$ cat config.mk
export PLATFORM = sky130hd
export DESIGN_NAME = sliding_window_anagram_match_unit
export DESIGN_NICKNAME = d
export VERILOG_FILES = /design/src/sv/swam_pkg.sv /design/src/sv/swam_ram.sv /design/src/sv/swam_fifo.sv /design/src/sv/swam_front.sv /design/src/sv/swam_back.sv /design/src/sv/sliding_window_anagram_match_unit.sv
export SDC_FILE = /design/constraint.sdc
export NUM_CORES = 2
export LEC_CHECK = 0
export BUFFER_PORTS_ARGS = -buffer_cell sky130_fd_sc_hd__buf_2
export CORE_MARGIN = 3
export CORE_UTILIZATION = 65
export CTS_BUF_LIST = sky130_fd_sc_hd__clkbuf_8
export DETAILED_ROUTE_END_ITERATION = 10
export PLACE_DENSITY = 0.8
export SYNTH_ARGS = -nofsm -noshare
export SYNTH_HDL_FRONTEND = slang
export SYNTH_SLANG_ARGS = --single-unit
$ cat constraint.sdc
create_clock -name clock -period 4.9 [get_ports clock]
set_clock_uncertainty 0.05 [all_clocks]
set_input_delay 0.245 -clock clock [delete_from_list [all_inputs] [get_ports clock]]
set_output_delay 0.245 -clock clock [all_outputs]
set_load 0.005 [all_outputs]
$ cat src/sv/swam_pkg.sv
// Shared types and constants of the sliding window anagram match unit.
// Used by the front, back and top-level RTL files of the block and by its checker; depends on nothing.
`default_nettype none

package swam_pkg;

   // Default sizes, handed to the top level as parameter defaults.
   localparam int MAX_PATTERN_DEF = 256;
   localparam int ALPHABET_DEF    = 26;

   // Fixed field widths of the request and response words.
   localparam int OPCODE_W = 2;
   localparam int LETTER_W = 5;
   localparam int STATUS_W = 2;

   // Request opcodes.
   localparam logic [OPCODE_W-1:0] OP_RESTART = 2'd0;
   localparam logic [OPCODE_W-1:0] OP_PATTERN = 2'd1;
   localparam logic [OPCODE_W-1:0] OP_TEXT    = 2'd2;

   // Response status codes.
   localparam logic [STATUS_W-1:0] ST_OK         = 2'd0;
   localparam logic [STATUS_W-1:0] ST_TOO_LONG   = 2'd1;
   localparam logic [STATUS_W-1:0] ST_AFTER_TEXT = 2'd2;

   // Command queue between the front and back parts, and the response queue.
   localparam int QUEUE_DEPTH = 4;
   localparam int QCNT_W      = $clog2(QUEUE_DEPTH + 1);
   localparam int RSP_DEPTH   = 2;

   // What the back part has to do with one word.
   typedef enum logic [1:0] {
      KIND_RESTART,
      KIND_NOP,
      KIND_PATTERN,
      KIND_TEXT
   } kind_type;

   // One classified word as it travels from the front part to the back part.
   typedef struct packed {
      kind_type              kind;
      logic [LETTER_W-1:0]   letter;
      logic [LETTER_W-1:0]   old_letter;
      logic [STATUS_W-1:0]   status;
      logic                  touch;    // the histogram has to be updated
      logic                  remove;   // the oldest window letter leaves the window
      logic                  full;     // the window is full after this letter
   } cmd_type;

   // One response word.
   typedef struct packed {
      logic                  window_match;
      logic                  found;
      logic [STATUS_W-1:0]   status;
   } rsp_type;

endpackage

`default_nettype wire

$ cat src/sv/swam_ram.sv
// Generic synchronous RAM: one write port and one or two registered read ports.
// A read at the address being written in the same cycle returns the old data.
`default_nettype none

module swam_ram #(
   parameter int WIDTH    = 8,
   parameter int DEPTH    = 16,
   parameter int RD_PORTS = 1,
   localparam int AW      = (DEPTH > 1) ? $clog2(DEPTH) : 1
) (
   input  wire logic             clock,
   input  wire logic             wr_en,
   input  wire logic [AW-1:0]    wr_addr,
   input  wire logic [WIDTH-1:0] wr_data,
   input  wire logic [AW-1:0]    rd_addr [RD_PORTS],
   output logic      [WIDTH-1:0] rd_data [RD_PORTS]
);

   logic [WIDTH-1:0] mem_ff     [DEPTH];
   logic [WIDTH-1:0] rd_data_ff [RD_PORTS];

   always_ff @(posedge clock) begin
      if (wr_en) begin
         mem_ff[wr_addr] <= wr_data;
      end
      for (int i = 0; i < RD_PORTS; i++) begin
         rd_data_ff[i] <= mem_ff[rd_addr[i]];
      end
   end

   assign rd_data = rd_data_ff;

endmodule

`default_nettype wire

$ cat src/sv/swam_fifo.sv
// Small register-based first-in first-out queue with occupancy count.
// Used for the command queue and the response queue; no package needed.
`default_nettype none

module swam_fifo #(
   parameter int WIDTH = 8,
   parameter int DEPTH = 4,
   localparam int PW   = (DEPTH > 1) ? $clog2(DEPTH) : 1,
   localparam int CW   = $clog2(DEPTH + 1)
) (
   input  wire logic             clock,
   input  wire logic             reset,
   input  wire logic             push,
   input  wire logic [WIDTH-1:0] push_data,
   input  wire logic             pop,
   output logic      [WIDTH-1:0] pop_data,
   output logic                  empty,
   output logic                  full,
   output logic      [CW-1:0]    count
);

   logic [WIDTH-1:0] data_ff [DEPTH];
   logic [PW-1:0]    head_ff, head_in;
   logic [PW-1:0]    tail_ff, tail_in;
   logic [CW-1:0]    count_ff, count_in;
   logic             do_push, do_pop;

   assign empty    = (count_ff == '0);
   assign full     = (count_ff == CW'(DEPTH));
   assign count    = count_ff;
   assign pop_data = data_ff[head_ff];
   assign do_push  = push && !full;
   assign do_pop   = pop && !empty;

   always_comb begin
      head_in  = head_ff;
      tail_in  = tail_ff;
      count_in = count_ff;
      if (do_push) begin
         tail_in = (tail_ff == PW'(DEPTH - 1)) ? '0 : tail_ff + 1'b1;
      end
      if (do_pop) begin
         head_in = (head_ff == PW'(DEPTH - 1)) ? '0 : head_ff + 1'b1;
      end
      if (do_push && !do_pop) begin
         count_in = count_ff + 1'b1;
      end else if (do_pop && !do_push) begin
         count_in = count_ff - 1'b1;
      end
   end

   always_ff @(posedge clock) begin
      if (reset) begin
         head_ff  <= '0;
         tail_ff  <= '0;
         count_ff <= '0;
      end else begin
         head_ff  <= head_in;
         tail_ff  <= tail_in;
         count_ff <= count_in;
      end
   end

   always_ff @(posedge clock) begin
      if (do_push) begin
         data_ff[tail_ff] <= push_data;
      end
   end

endmodule

`default_nettype wire

$ cat src/sv/swam_front.sv
// Front part: accepts request words, keeps the pattern length, text count and
// ring pointer, owns the text ring, and classifies each word. Uses swam_pkg, swam_ram.
`default_nettype none

module swam_front #(
   parameter int MAX_PATTERN = swam_pkg::MAX_PATTERN_DEF,
   parameter int ALPHABET    = swam_pkg::ALPHABET_DEF
) (
   input  wire logic                            clock,
   input  wire logic                            reset,
   input  wire logic                            req_push,
   input  wire logic [swam_pkg::OPCODE_W-1:0]   req_opcode,
   input  wire logic [swam_pkg::LETTER_W-1:0]   req_letter,
   output logic                                 req_full,
   input  wire logic [swam_pkg::QCNT_W-1:0]     q_count,
   output logic                                 q_push,
   output swam_pkg::cmd_type                    q_item
);

   localparam int CNT_W  = $clog2(MAX_PATTERN + 1);
   localparam int SUM_W  = CNT_W + 1;
   localparam int PTR_W  = (MAX_PATTERN > 1) ? $clog2(MAX_PATTERN) : 1;
   localparam int QSUM_W = swam_pkg::QCNT_W + 1;

   logic [CNT_W-1:0]  pat_len_ff, pat_len_in;
   logic [CNT_W-1:0]  seen_ff, seen_in;
   logic [PTR_W-1:0]  ptr_ff, ptr_in;
   logic              started_ff, started_in;
   logic              f2_valid_ff, f2_valid_in;
   swam_pkg::cmd_type f2_cmd_ff, f2_cmd_in;

   logic              accept;
   logic              letter_ok;
   logic [CNT_W-1:0]  seen_next;
   logic [SUM_W-1:0]  oldest_sum;
   logic [PTR_W-1:0]  oldest_addr;
   logic [PTR_W-1:0]  ptr_next;
   logic              ring_wr_en;
   logic [PTR_W-1:0]  ring_rd_addr [1];
   logic [swam_pkg::LETTER_W-1:0] ring_rd_data [1];

   // Room is counted for the word already in the second stage.
   assign req_full = (QSUM_W'(q_count) + QSUM_W'(f2_valid_ff)) >= QSUM_W'(swam_pkg::QUEUE_DEPTH);
   assign accept    = req_push && !req_full;
   assign letter_ok = int'(req_letter) < ALPHABET;

   assign seen_next  = (seen_ff < CNT_W'(MAX_PATTERN)) ? seen_ff + 1'b1 : seen_ff;
   assign oldest_sum = SUM_W'(ptr_ff) + SUM_W'(MAX_PATTERN) - SUM_W'(pat_len_ff);
   assign oldest_addr = (oldest_sum >= SUM_W'(MAX_PATTERN))
                        ? PTR_W'(oldest_sum - SUM_W'(MAX_PATTERN)) : PTR_W'(oldest_sum);
   assign ptr_next   = (ptr_ff == PTR_W'(MAX_PATTERN - 1)) ? '0 : ptr_ff + 1'b1;
   assign ring_rd_addr[0] = oldest_addr;

   always_comb begin
      pat_len_in = pat_len_ff;
      seen_in    = seen_ff;
      ptr_in     = ptr_ff;
      started_in = started_ff;
      ring_wr_en = 1'b0;
      f2_cmd_in            = '0;
      f2_cmd_in.kind       = swam_pkg::KIND_NOP;
      f2_cmd_in.letter     = req_letter;
      f2_cmd_in.status     = swam_pkg::ST_OK;
      if (accept) begin
         unique case (req_opcode)
            swam_pkg::OP_RESTART: begin
               f2_cmd_in.kind = swam_pkg::KIND_RESTART;
               pat_len_in     = '0;
               seen_in        = '0;
               ptr_in         = '0;
               started_in     = 1'b0;
            end
            swam_pkg::OP_PATTERN: begin
               priority if (!letter_ok) begin
                  f2_cmd_in.kind = swam_pkg::KIND_NOP;
               end else if (started_ff) begin
                  f2_cmd_in.status = swam_pkg::ST_AFTER_TEXT;
               end else if (pat_len_ff == CNT_W'(MAX_PATTERN)) begin
                  f2_cmd_in.status = swam_pkg::ST_TOO_LONG;
               end else begin
                  f2_cmd_in.kind = swam_pkg::KIND_PATTERN;
                  pat_len_in     = pat_len_ff + 1'b1;
               end
            end
            swam_pkg::OP_TEXT: begin
               if (letter_ok) begin
                  f2_cmd_in.kind   = swam_pkg::KIND_TEXT;
                  f2_cmd_in.touch  = (pat_len_ff != '0);
                  f2_cmd_in.remove = (pat_len_ff != '0) && (seen_ff >= pat_len_ff);
                  f2_cmd_in.full   = (seen_next >= pat_len_ff);
                  ring_wr_en       = 1'b1;
                  seen_in          = seen_next;
                  ptr_in           = ptr_next;
                  started_in       = 1'b1;
               end
            end
            default: begin
               f2_cmd_in.kind = swam_pkg::KIND_NOP;
            end
         endcase
      end
      f2_valid_in = accept;
   end

   // The oldest letter read in the accept cycle is attached in the following cycle.
   always_comb begin
      q_item            = f2_cmd_ff;
      q_item.old_letter = ring_rd_data[0];
   end
   assign q_push = f2_valid_ff;

   swam_ram #(
      .WIDTH    (swam_pkg::LETTER_W),
      .DEPTH    (MAX_PATTERN),
      .RD_PORTS (1)
   ) u_ring (
      .clock   (clock),
      .wr_en   (ring_wr_en),
      .wr_addr (ptr_ff),
      .wr_data (req_letter),
      .rd_addr (ring_rd_addr),
      .rd_data (ring_rd_data)
   );

   always_ff @(posedge clock) begin
      if (reset) begin
         pat_len_ff  <= '0;
         seen_ff     <= '0;
         ptr_ff      <= '0;
         started_ff  <= 1'b0;
         f2_valid_ff <= 1'b0;
      end else begin
         pat_len_ff  <= pat_len_in;
         seen_ff     <= seen_in;
         ptr_ff      <= ptr_in;
         started_ff  <= started_in;
         f2_valid_ff <= f2_valid_in;
      end
   end

   always_ff @(posedge clock) begin
      f2_cmd_ff <= f2_cmd_in;
   end

endmodule

`default_nettype wire

$ cat src/sv/swam_back.sv
// Back part: executes classified words against the letter histogram RAM,
// keeps the mismatch count and found flag, and forms responses. Uses swam_pkg, swam_ram.
`default_nettype none

module swam_back #(
   parameter int MAX_PATTERN = swam_pkg::MAX_PATTERN_DEF,
   parameter int ALPHABET    = swam_pkg::ALPHABET_DEF
) (
   input  wire logic              clock,
   input  wire logic              reset,
   input  wire logic              q_empty,
   input  wire swam_pkg::cmd_type q_item,
   output logic                   q_pop,
   input  wire logic              o_full,
   output logic                   o_push,
   output swam_pkg::rsp_type      o_item
);

   localparam int CNT_W = $clog2(MAX_PATTERN + 1);
   localparam int AW    = (ALPHABET > 1) ? $clog2(ALPHABET) : 1;
   localparam int MW    = $clog2(ALPHABET + 1);

   typedef struct packed {
      logic [CNT_W-1:0] pat;
      logic [CNT_W-1:0] win;
   } entry_type;

   typedef enum logic {
      S_IDLE,
      S_UPDATE
   } state_type;

   state_type         state_ff, state_in;
   swam_pkg::cmd_type cmd_ff, cmd_in;
   logic [ALPHABET-1:0] valid_ff, valid_in;
   logic              vld_a_ff, vld_a_in, vld_b_ff, vld_b_in;
   logic              fwd_a_ff, fwd_a_in, fwd_b_ff, fwd_b_in;
   logic              pend_valid_ff, pend_valid_in;
   logic [AW-1:0]     pend_addr_ff, pend_addr_in;
   entry_type         pend_data_ff, pend_data_in;
   logic [MW-1:0]     mism_ff, mism_in;
   logic              found_ff, found_in;

   logic [AW-1:0]     head_a, head_b, cur_a, cur_b;
   logic [AW-1:0]     rd_addr [2];
   logic [2*CNT_W-1:0] rd_data [2];
   logic              wr_en;
   logic [AW-1:0]     wr_addr;
   entry_type         wr_data;

   entry_type         ent_a, ent_b, new_a, base_b, new_b;
   logic              rem, same, start, idle_match, upd_match;
   logic [MW-1:0]     m1, m2;

   // Keeps the count of letters whose pattern and window counts differ.
   function automatic logic [MW-1:0] step_mism(input logic [MW-1:0] m,
                                               input logic before_ne,
                                               input logic after_ne);
      logic [MW-1:0] res;
      res = m;
      if (before_ne && !after_ne && (m != '0)) begin
         res = m - 1'b1;
      end else if (!before_ne && after_ne) begin
         res = m + 1'b1;
      end
      return res;
   endfunction

   assign head_a = AW'(q_item.old_letter);
   assign head_b = AW'(q_item.letter);
   assign cur_a  = AW'(cmd_ff.old_letter);
   assign cur_b  = AW'(cmd_ff.letter);
   assign rd_addr[0] = head_a;
   assign rd_addr[1] = head_b;

   // An entry never written since restart reads as zero; a pending write wins.
   assign ent_a = fwd_a_ff ? pend_data_ff : (vld_a_ff ? entry_type'(rd_data[0]) : '0);
   assign ent_b = fwd_b_ff ? pend_data_ff : (vld_b_ff ? entry_type'(rd_data[1]) : '0);

   always_comb begin
      rem  = cmd_ff.remove && (int'(cmd_ff.old_letter) < ALPHABET);
      same = rem && (cur_a == cur_b);
      new_a = ent_a;
      if (rem && (ent_a.win != '0)) begin
         new_a.win = ent_a.win - 1'b1;
      end
      m1 = rem ? step_mism(mism_ff, ent_a.pat != ent_a.win, new_a.pat != new_a.win) : mism_ff;
      base_b = same ? new_a : ent_b;
      new_b  = base_b;
      if (cmd_ff.kind == swam_pkg::KIND_PATTERN) begin
         new_b.pat = base_b.pat + 1'b1;
      end else begin
         new_b.win = base_b.win + 1'b1;
      end
      m2 = step_mism(m1, base_b.pat != base_b.win, new_b.pat != new_b.win);
      upd_match = (cmd_ff.kind == swam_pkg::KIND_TEXT) && cmd_ff.full && (m2 == '0);
   end

   always_comb begin
      state_in      = state_ff;
      cmd_in        = cmd_ff;
      valid_in      = valid_ff;
      pend_valid_in = pend_valid_ff;
      pend_addr_in  = pend_addr_ff;
      pend_data_in  = pend_data_ff;
      mism_in       = mism_ff;
      found_in      = found_ff;
      vld_a_in      = (int'(head_a) < ALPHABET) ? valid_ff[head_a] : 1'b0;
      vld_b_in      = (int'(head_b) < ALPHABET) ? valid_ff[head_b] : 1'b0;
      fwd_a_in      = pend_valid_ff && (pend_addr_ff == head_a);
      fwd_b_in      = pend_valid_ff && (pend_addr_ff == head_b);
      q_pop         = 1'b0;
      o_push        = 1'b0;
      o_item.window_match = 1'b0;
      o_item.found        = found_ff;
      o_item.status       = swam_pkg::ST_OK;
      wr_en         = 1'b0;
      wr_addr       = pend_addr_ff;
      wr_data       = pend_data_ff;
      start         = !q_empty && !o_full;
      idle_match    = q_item.full && (mism_ff == '0);
      unique case (state_ff)
         S_IDLE: begin
            // The second write of the previous text letter lands here.
            pend_valid_in = 1'b0;
            if (pend_valid_ff && !(start && (q_item.kind == swam_pkg::KIND_RESTART))) begin
               wr_en                  = 1'b1;
               valid_in[pend_addr_ff] = 1'b1;
            end
            if (start) begin
               q_pop  = 1'b1;
               cmd_in = q_item;
               unique case (q_item.kind)
                  swam_pkg::KIND_RESTART: begin
                     valid_in     = '0;
                     mism_in      = '0;
                     found_in     = 1'b0;
                     o_push       = 1'b1;
                     o_item.found = 1'b0;
                  end
                  swam_pkg::KIND_NOP: begin
                     o_push        = 1'b1;
                     o_item.status = q_item.status;
                  end
                  swam_pkg::KIND_PATTERN: begin
                     state_in = S_UPDATE;
                  end
                  swam_pkg::KIND_TEXT: begin
                     if (q_item.touch) begin
                        state_in = S_UPDATE;
                     end else begin
                        found_in            = found_ff | idle_match;
                        o_push              = 1'b1;
                        o_item.window_match = idle_match;
                        o_item.found        = found_ff | idle_match;
                     end
                  end
               endcase
            end
         end
         S_UPDATE: begin
            wr_en = 1'b1;
            if (rem && !same) begin
               wr_addr         = cur_a;
               wr_data         = new_a;
               valid_in[cur_a] = 1'b1;
               pend_valid_in   = 1'b1;
               pend_addr_in    = cur_b;
               pend_data_in    = new_b;
            end else begin
               wr_addr         = cur_b;
               wr_data         = new_b;
               valid_in[cur_b] = 1'b1;
            end
            mism_in             = m2;
            found_in            = found_ff | upd_match;
            o_push              = 1'b1;
            o_item.window_match = upd_match;
            o_item.found        = found_ff | upd_match;
            state_in            = S_IDLE;
         end
      endcase
   end

   swam_ram #(
      .WIDTH    (2 * CNT_W),
      .DEPTH    (ALPHABET),
      .RD_PORTS (2)
   ) u_hist (
      .clock   (clock),
      .wr_en   (wr_en),
      .wr_addr (wr_addr),
      .wr_data (wr_data),
      .rd_addr (rd_addr),
      .rd_data (rd_data)
   );

   always_ff @(posedge clock) begin
      cmd_ff       <= cmd_in;
      vld_a_ff     <= vld_a_in;
      vld_b_ff     <= vld_b_in;
      fwd_a_ff     <= fwd_a_in;
      fwd_b_ff     <= fwd_b_in;
      pend_addr_ff <= pend_addr_in;
      pend_data_ff <= pend_data_in;
      if (reset) begin
         state_ff      <= S_IDLE;
         valid_ff      <= '0;
         pend_valid_ff <= 1'b0;
         mism_ff       <= '0;
         found_ff      <= 1'b0;
      end else begin
         state_ff      <= state_in;
         valid_ff      <= valid_in;
         pend_valid_ff <= pend_valid_in;
         mism_ff       <= mism_in;
         found_ff      <= found_in;
      end
   end

endmodule

`default_nettype wire

$ cat src/sv/sliding_window_anagram_match_unit.sv
// Top level of the sliding window anagram match unit.
// Instantiates swam_front, swam_back and two swam_fifo queues; uses swam_pkg.
`default_nettype none

// The unit takes a pattern and then a text as a stream of request words, each
// an opcode (restart, pattern letter, text letter) and a letter index, and
// answers every word with one response word: window_match is set when the
// last pattern-length text letters are a permutation of the pattern, found is
// the sticky or of all matches since the last restart, and status flags a
// pattern letter dropped for length or rejected because text has begun. Both
// sides behave as queues: a word is taken when req_push is high and req_full
// low, and the oldest response is offered while rsp_empty is low and leaves
// when rsp_pop is high. A pattern letter, or a text letter with a non-empty
// pattern, takes the back part through S_IDLE, which reads the histogram
// entries it touches (for text, the letter entering and the letter leaving
// the window), and S_UPDATE, which writes them back. The histogram RAM has a
// single write port, so when two different entries change, the second write
// lands in the following cycle while the back part already starts the next
// word. Every other word is handled in S_IDLE alone. The front part takes one
// word per cycle while req_full is low into a four-word command queue, so a
// burst is absorbed while the back part works. A response passes through the
// front's second stage, the command queue, the back part and the response
// queue, and may wait in the command queue or for room in the response queue.
// Restart needs no clearing pass: valid bits on the histogram entries are
// cleared at once, and the text ring is only ever read where it was written.
module sliding_window_anagram_match_unit #(
   parameter int MAX_PATTERN = swam_pkg::MAX_PATTERN_DEF,
   parameter int ALPHABET    = swam_pkg::ALPHABET_DEF
) (
   input  wire logic                            clock,
   input  wire logic                            reset,
   input  wire logic                            req_push,
   output logic                                 req_full,
   input  wire logic [swam_pkg::OPCODE_W-1:0]   req_opcode,
   input  wire logic [swam_pkg::LETTER_W-1:0]   req_letter,
   output logic                                 rsp_empty,
   input  wire logic                            rsp_pop,
   output logic                                 rsp_window_match,
   output logic                                 rsp_found,
   output logic [swam_pkg::STATUS_W-1:0]        rsp_status
);

   localparam int CMD_W = $bits(swam_pkg::cmd_type);
   localparam int RSP_W = $bits(swam_pkg::rsp_type);
   localparam int RCNT_W = $clog2(swam_pkg::RSP_DEPTH + 1);

   // Front to command queue.
   logic                       f_push;
   swam_pkg::cmd_type          f_item;
   logic [swam_pkg::QCNT_W-1:0] q_count;
   // The front counts room itself, so the full flag of this queue is not needed.
   logic                       unused_q_full;

   // Command queue to back.
   logic [CMD_W-1:0]           q_data;
   swam_pkg::cmd_type          q_item;
   logic                       q_empty;
   logic                       q_pop;

   // Back to response queue.
   logic                       o_push;
   swam_pkg::rsp_type          o_item;
   logic                       o_full;
   logic [RSP_W-1:0]           r_data;
   swam_pkg::rsp_type          r_item;
   logic [RCNT_W-1:0]          r_count;

   swam_front #(
      .MAX_PATTERN (MAX_PATTERN),
      .ALPHABET    (ALPHABET)
   ) u_front (
      .clock      (clock),
      .reset      (reset),
      .req_push   (req_push),
      .req_opcode (req_opcode),
      .req_letter (req_letter),
      .req_full   (req_full),
      .q_count    (q_count),
      .q_push     (f_push),
      .q_item     (f_item)
   );

   // The front reserves room before accepting, so the queue never refuses.
   swam_fifo #(
      .WIDTH (CMD_W),
      .DEPTH (swam_pkg::QUEUE_DEPTH)
   ) u_cmd_queue (
      .clock     (clock),
      .reset     (reset),
      .push      (f_push),
      .push_data (f_item),
      .pop       (q_pop),
      .pop_data  (q_data),
      .empty     (q_empty),
      .full      (unused_q_full),
      .count     (q_count)
   );

   assign q_item = swam_pkg::cmd_type'(q_data);

   swam_back #(
      .MAX_PATTERN (MAX_PATTERN),
      .ALPHABET    (ALPHABET)
   ) u_back (
      .clock   (clock),
      .reset   (reset),
      .q_empty (q_empty),
      .q_item  (q_item),
      .q_pop   (q_pop),
      .o_full  (o_full),
      .o_push  (o_push),
      .o_item  (o_item)
   );

   // The back starts a word only when this queue has room for its response.
   swam_fifo #(
      .WIDTH (RSP_W),
      .DEPTH (swam_pkg::RSP_DEPTH)
   ) u_rsp_queue (
      .clock     (clock),
      .reset     (reset),
      .push      (o_push),
      .push_data (o_item),
      .pop       (rsp_pop),
      .pop_data  (r_data),
      .empty     (rsp_empty),
      .full      (o_full),
      .count     (r_count)
   );

   assign r_item           = swam_pkg::rsp_type'(r_data);
   assign rsp_window_match = r_item.window_match && (r_count != '0);
   assign rsp_found        = r_item.found;
   assign rsp_status       = r_item.status;

endmodule

`default_nettype wire

## After elaboration in Yosys (flattened, before gate mapping)

Memories as Yosys holds them, arrays and structs flattened. A register that Yosys moved wholly into a read port is not among the register bits.
Index checks and enable logic that the tools add are counted.

- Add/sub/neg operators: 22
- $lt $le $gt $ge: 17
- Equality and inequality tests: 29
- Multiplexer cells: 103
- Bitwise gates (word level): 9
- Reduce and logical (&&, ||, !) cells: 72

Operators by type and width:

| operator | count |
|---|---|
| $mux W18 | 7 |
| $mux W26 | 4 |
| $or A26 B26 Y26 | 3 |
| $mux W9 | 8 |
| $pmux W26 S2 | 1 |
| $mux W5 | 9 |
| $add A9 B1 Y9 const B | 4 |
| $ne A9 B9 Y1 | 4 |
| $pmux W9 S2 | 2 |
| $mux W1 | 33 |
| $logic_and A1 B1 Y1 | 32 |
| $lt A5 B6 Y1 const B | 5 |
| $mux W2 | 14 |
| $mux W8 | 3 |
| $lt A5 B5 Y1 const B | 4 |
| $pmux W1 S2 | 10 |
| $ge A9 B9 Y1 | 2 |
| $reduce_bool A9 Y1 | 2 |
| $eq A2 B2 Y1 const B | 8 |
| $pmux W8 S2 | 1 |
| $demux W1 S5 | 3 |
| $eq A5 B5 Y1 | 3 |
| $ge A5 B1 Y1 const B | 3 |
| $logic_not A1 Y1 | 15 |
| other kinds (42) | 72 |

- Register bits after elaboration: 126
- Memory bits (writable): 1824
- Bits of input ports: 11
- Output and inout bits: 6
- Logic and storage cells: 291
- Memories kept: 4

Memory list:

| name | depth | bits a word | rd ports | clocked after Yosys merged registers in | write ports | line | RTL |
|---|---|---|---|---|---|---|---|
| u_front.u_ring.mem_ff | 256 | 5 | 1 | 1 | 1 | swam_ram.sv:19 | `logic [WIDTH-1:0] mem_ff [DEPTH];` |
| u_back.u_hist.mem_ff | 26 | 18 | 2 | 2 | 1 | swam_ram.sv:19 |  |
| u_cmd_queue.data_ff | 4 | 17 | 1 | 1 | 1 | swam_fifo.sv:22 | `logic [WIDTH-1:0] data_ff [DEPTH];` |
| u_rsp_queue.data_ff | 2 | 4 | 1 | 1 | 1 | swam_fifo.sv:22 |  |

## Depth between registers and ports, before layout

- Depth after elaboration: 18
- Depth in mapped cells: 22
- Mapped depth without buffers: 19

## Modules after synthesis

A second synthesis with hierarchy kept.

- Cell total of the unflattened synthesis: 5157
- Area total of the unflattened synthesis: 86430.4 µm²

Modules (own cells, without submodules):

| module | instances | cells each | area each (µm²) | sequential area each (µm²) |
|---|---|---|---|---|
| swam_ram (u_front.u_ring) | 1 | 2497 | 50284.5 | 38537.0 |
| swam_ram (u_back.u_hist) | 1 | 1223 | 22467.8 | 14774.2 |
| swam_back | 1 | 972 | 7702.4 | 1871.8 |
| swam_fifo (u_cmd_queue) | 1 | 139 | 2956.6 | 2222.1 |
| swam_front | 1 | 288 | 2508.7 | 800.8 |
| swam_fifo (u_rsp_queue) | 1 | 37 | 503.0 | 340.3 |
| sliding_window_anagram_match_unit | 1 | 1 | 7.5 | 0.0 |

## Worst setup path before layout

No wires, ideal clock.

- Path kind: reg-to-reg
- Start: register u_front.ptr_ff[0]
- End: register u_front.u_ring.rd_data_ff, in the netlist u_front.u_ring.rd_data[0] (read register of u_front.u_ring.mem_ff)
- Setup time: 147 ps
- Data arrival time: 4155 ps
- Slack: 548 ps
- Stages on the path, launching flop included: 12
- Cell sequence: dfxtp_1 -> inv_1 -> ha_1 -> inv_1 -> fa_1 -> xnor2_1 -> clkbuf_1 -> buf_1 -> mux4_2 -> mux4_2 -> a211oi_1 -> a21oi_1

- Cells in the longest elaborated chain, start to end: 4

RTL lines:

| item | line | RTL |
|---|---|---|
| start, declared | swam_front.sv:27 | `logic [PTR_W-1:0] ptr_ff, ptr_in;` |
| start signal, assigned | swam_front.sv:135 | `ptr_ff <= ptr_in;` |
| $add A8 B9 Y10 * | swam_front.sv:48 | `assign oldest_sum = SUM_W'(ptr_ff) + SUM_W'(MAX_PATTERN) - SUM_W'(pat_len_ff);` |
| $sub A10 B9 Y10 * | swam_front.sv:48 |  |
| $sub A8 B1 Y8 / $ge A10 B9 Y1 (equally long branches) | swam_front.sv:50, swam_front.sv:49 |  |
| $mux W8 * | swam_front.sv:50 | `? PTR_W'(oldest_sum - SUM_W'(MAX_PATTERN)) : PTR_W'(oldest_sum);` |
| end, declared | swam_ram.sv:20 | `logic [WIDTH-1:0] rd_data_ff [RD_PORTS];` |

Every way passes the cells marked *; elsewhere a longest branch is shown, timed or not.
A chain may end at the register's enable or synchronous reset.

==> flow_summary.json <==
{
  "cp.arrival_ns": 5.39,
  "ys_warn_count": 0,
  "ys_top_cells_by_area": "edfxtp_1, mux4_2, dfxtp_1, nor2_1, mux2i_1",
  "worstMarginPinSlew_ns": 1.392,
  "grt_pass1_wl_um": 309500,
  "layout-drive-gt1-share_pct": 28.46,
  "synthArstFlopShare_pct": 0,
  "rows": 132,
  "post-dp-hpwl_um": 130300,
  "ys_seq_area_share_pct": 68.90,
  "crit_start": "u_back.fwd_a_ff",
  "synth_nets": 4580,
  "io_buffers": 16,
  "clock_sinks": 1994,
  "r2r_setup_slack_ns": 0.25,
  "post-route-period-util_pct": 94.92,
  "cap_violations": 0,
  "numCtsBuffers": 321,
  "setup_tns_ns": 0,
  "grt-ovfl-total": 0,
  "grt_pass1_vias": 47450,
  "postSynthCellCount": 4519,
  "die_h_um": 367.6,
  "end_kind": "flip-flop",
  "area_growth_pct": 10.81,
  "final_nets": 4867,
  "setup_violations": 0,
  "ioPinCount": 17,
  "synth_seq_cells": 1994,
  "h-tree-depth": 5,
  "cts_tree": "built",
  "grt_max_degree": 139,
  "drt_first_pass_iters": 7,
  "hold_viol_final": 0,
  "setup_ws_ns": 0.2489,
  "rr_startpoint": "u_back.fwd_a_ff",
  "p_leak_nw": 30.24,
  "via_per_inst": 6.926,
  "wire_per_inst_um": 30.69,
  "synth_cell_type_count": 95,
  "synth_top_area_share_pct": 65.77,
  "rsz0062_at_grt": "false",
  "fmax_mhz": 215.0,
  "r2r_end": "u_rsp_queue.data_ff[1][3]",
  "start_util_pct": 65.54,
  "die_area_um2": 135100,
  "ff2ff_path_depth": 16,
  "drtIter0Drc": 5937,
  "crit_path_start_kind": "flip-flop",
  "cts_root_buf": "clkbuf_8",
  "place_congestion": 0.9387,
  "synth_edf_count": 1861,
  "track_usage_pct": 31.22,
  "core-area_um2": 129600,
  "slew_headroom_pct": 7.218,
  "period_needed_ns": 4.651,
  "cellPowerDensity_nw_per_um2": 460.0,
  "clk_pin_slew_worst_paths_ns": 0.06,
  "synth_flop_cell": "edfxtp_1",
  "synth_area_per_cell_um2": 18.80,
  "outcome": "completed",
  "synth_top_cell_by_area": "edfxtp_1",
  "postRouteAntennaNets": 0,
  "drc": 0,
  "cts.path.max_buffers": 4,
  "fp.dieW_um": 367.6,
  "synth_area_um2": 84970,
  "drt-total-wl_um": 207700,
  "post-place-ws_ns": 0.1729,
  "clk_latency_ns": 1.00,
  "antenna_found_initial": 6,
  "cp.required_ns": 5.64,
  "hold_path_class": "input pin to flip-flop",
  "irDropWorstVdd_mv": 0.3526,
  "finalMaxSlewViolations": 0,
  "crit_end": "u_rsp_queue.data_ff[1][3]",
  "vias": 46870,
  "path_max_fanout": 11,
  "critical_path_class": "flip-flop to flip-flop"
}
cell usage after synthesis, types with 15 or more instances:
| library cell | instances |
|---|---|
| buf_1 | 56 |
| inv_1 | 54 |
| nor2b_1 | 49 |
| a21oi_1 | 104 |
| mux4_2 | 685 |
| mux2i_1 | 100 |
| dfxtp_1 | 133 |
| o21ai_0 | 43 |
| a211oi_1 | 31 |
| a22oi_1 | 34 |
| nor3_1 | 30 |
| mux2_2 | 43 |
| edfxtp_1 | 1861 |
| clkbuf_1 | 202 |
| xor2_1 | 48 |
| xnor2_1 | 52 |
| nand4_1 | 22 |
| a221oi_1 | 26 |
| a22o_1 | 28 |
| o221ai_1 | 19 |
| buf_2 | 15 |
| ha_1 | 48 |
| nand3_1 | 50 |
| nor2_1 | 410 |
| o211ai_1 | 32 |
| nand2_1 | 127 |
repair_timing:
action                                  in CTS  in global routing
setup buffers                                0                  7
resized for setup                            0                 11
endpoints found under the hold margin      374                  0
endpoints found under the setup margin       0                  9
hold buffers                                12                  0
sequential cells by signal, indices dropped and copies added, names as in the netlist, 8 cells and up, named ones only:
register	flops
u_cmd_queue.data_ff	68
u_front.q_item	12
u_front.u_ring.mem_ff	1280
u_back.pend_data_ff	18
u_rsp_queue.data_ff	8
u_front.seen_ff	9
u_back.u_hist.rd_data	36
u_front.ptr_ff	8
u_front.pat_len_ff	9
u_back.u_hist.mem_ff	468
u_back.valid_ff	26
cells in the final DEF (no fill, tap or decap), drive strengths merged, types with 49 or more instances in the layout:
master / count
edfxtp: 1861
mux4: 685
nor2: 412
clkbuf: 336
buf: 228
inv: 153
dfxtp: 133
nand2: 128
a21oi: 104
mux2i: 102
clkinv: 98
o21ai: 56
xnor2: 53
nand3: 51
nor2b: 49
xor2: 49
layout make-up:
type	instances	area [µm²]
well taps	1742	2180
diodes	4	10.01
clock buffers	331	4556
fillers	7415	35490
multi-input cells	2187	25350
inverters	57	214.0
repair buffers	245	2248
clock inverters	207	1059
flip-flops and latches	1994	58550
metal layers:
metal / wire length [µm] / vias to the layer above / share of wire (%) / GRT usage, %
li1: - / 19170 / - / -
met1: 73990 / 24080 / 36 / 41.66
met2: 103200 / 2982 / 50 / 50.34
met3: 19150 / 631 / 9.2 / 5.801
met4: 11300 / 6 / 5.4 / 15.63
met5: 45 / - / 0.022 / 0
worst max-delay path, stage by stage, from the launching register on:
cell      delay, ns
dfxtp_1        0.54
and2b_1        0.25
a22o_1         0.25
nor4_4         0.43
buf_4          0.22
o211ai_1       0.09
a21oi_1        0.29
and4b_2        0.37
mux2i_1        0.29
xnor2_2        0.13
inv_2          0.11
ha_1           0.28
nor4b_4        0.30
o21bai_1       0.18
o221a_1        0.30
a211o_1        0.26
o21ai_1        0.11
where the power goes:
group          internal, mW  switching (mW)  total [mW]
Clock                  6.64            6.24        12.9
Combinational          4.47            5.96        10.4
Sequential             19.5           0.496        20.0
how the worst min path moves through the flow:
stage                     slack (ns)  cells past startpoint             startpoint                         end
after floorplan                 0.22                      0          req_letter[0]          u_front.q_item[10]
after global placement          0.40                      0     u_front.q_item[11]  u_cmd_queue.data_ff[2][11]
after detailed placement        0.42                      2  u_front.pat_len_ff[8]           u_front.q_item[3]
after CTS                       0.09                      4          req_opcode[0]           u_front.q_item[3]
after global routing            0.17                      4          req_opcode[0]           u_front.q_item[3]
final                           0.17                      4          req_opcode[0]           u_front.q_item[3]
stage by stage:
step                      util [%]  area [µm²]  total power [mW]  std cells  hold WS [ns]
after global routing         72.63       94160             44.82       6766        0.1677
after floorplan                  -       84970             27.04       4519        0.2227
final                        72.63       94160             43.32       6767        0.1730
after CTS                    72.53       94040             43.28       6756       0.08943
after global placement       68.11       88300             30.33       6206        0.3961
after detailed placement     68.11       88300             30.53       6206        0.4151
logic make-up after synthesis:
logic type	Yosys count	share of synthesized area, %
simple gates	803	4.369
compound gates	397	3.265
fa+ha+maj	50	0.7539
buf+inv	338	1.559
flops	1994	68.90
xor+xnor	106	1.179
mux	831	19.97
Note: power is estimated with default switching activity, not from simulation.
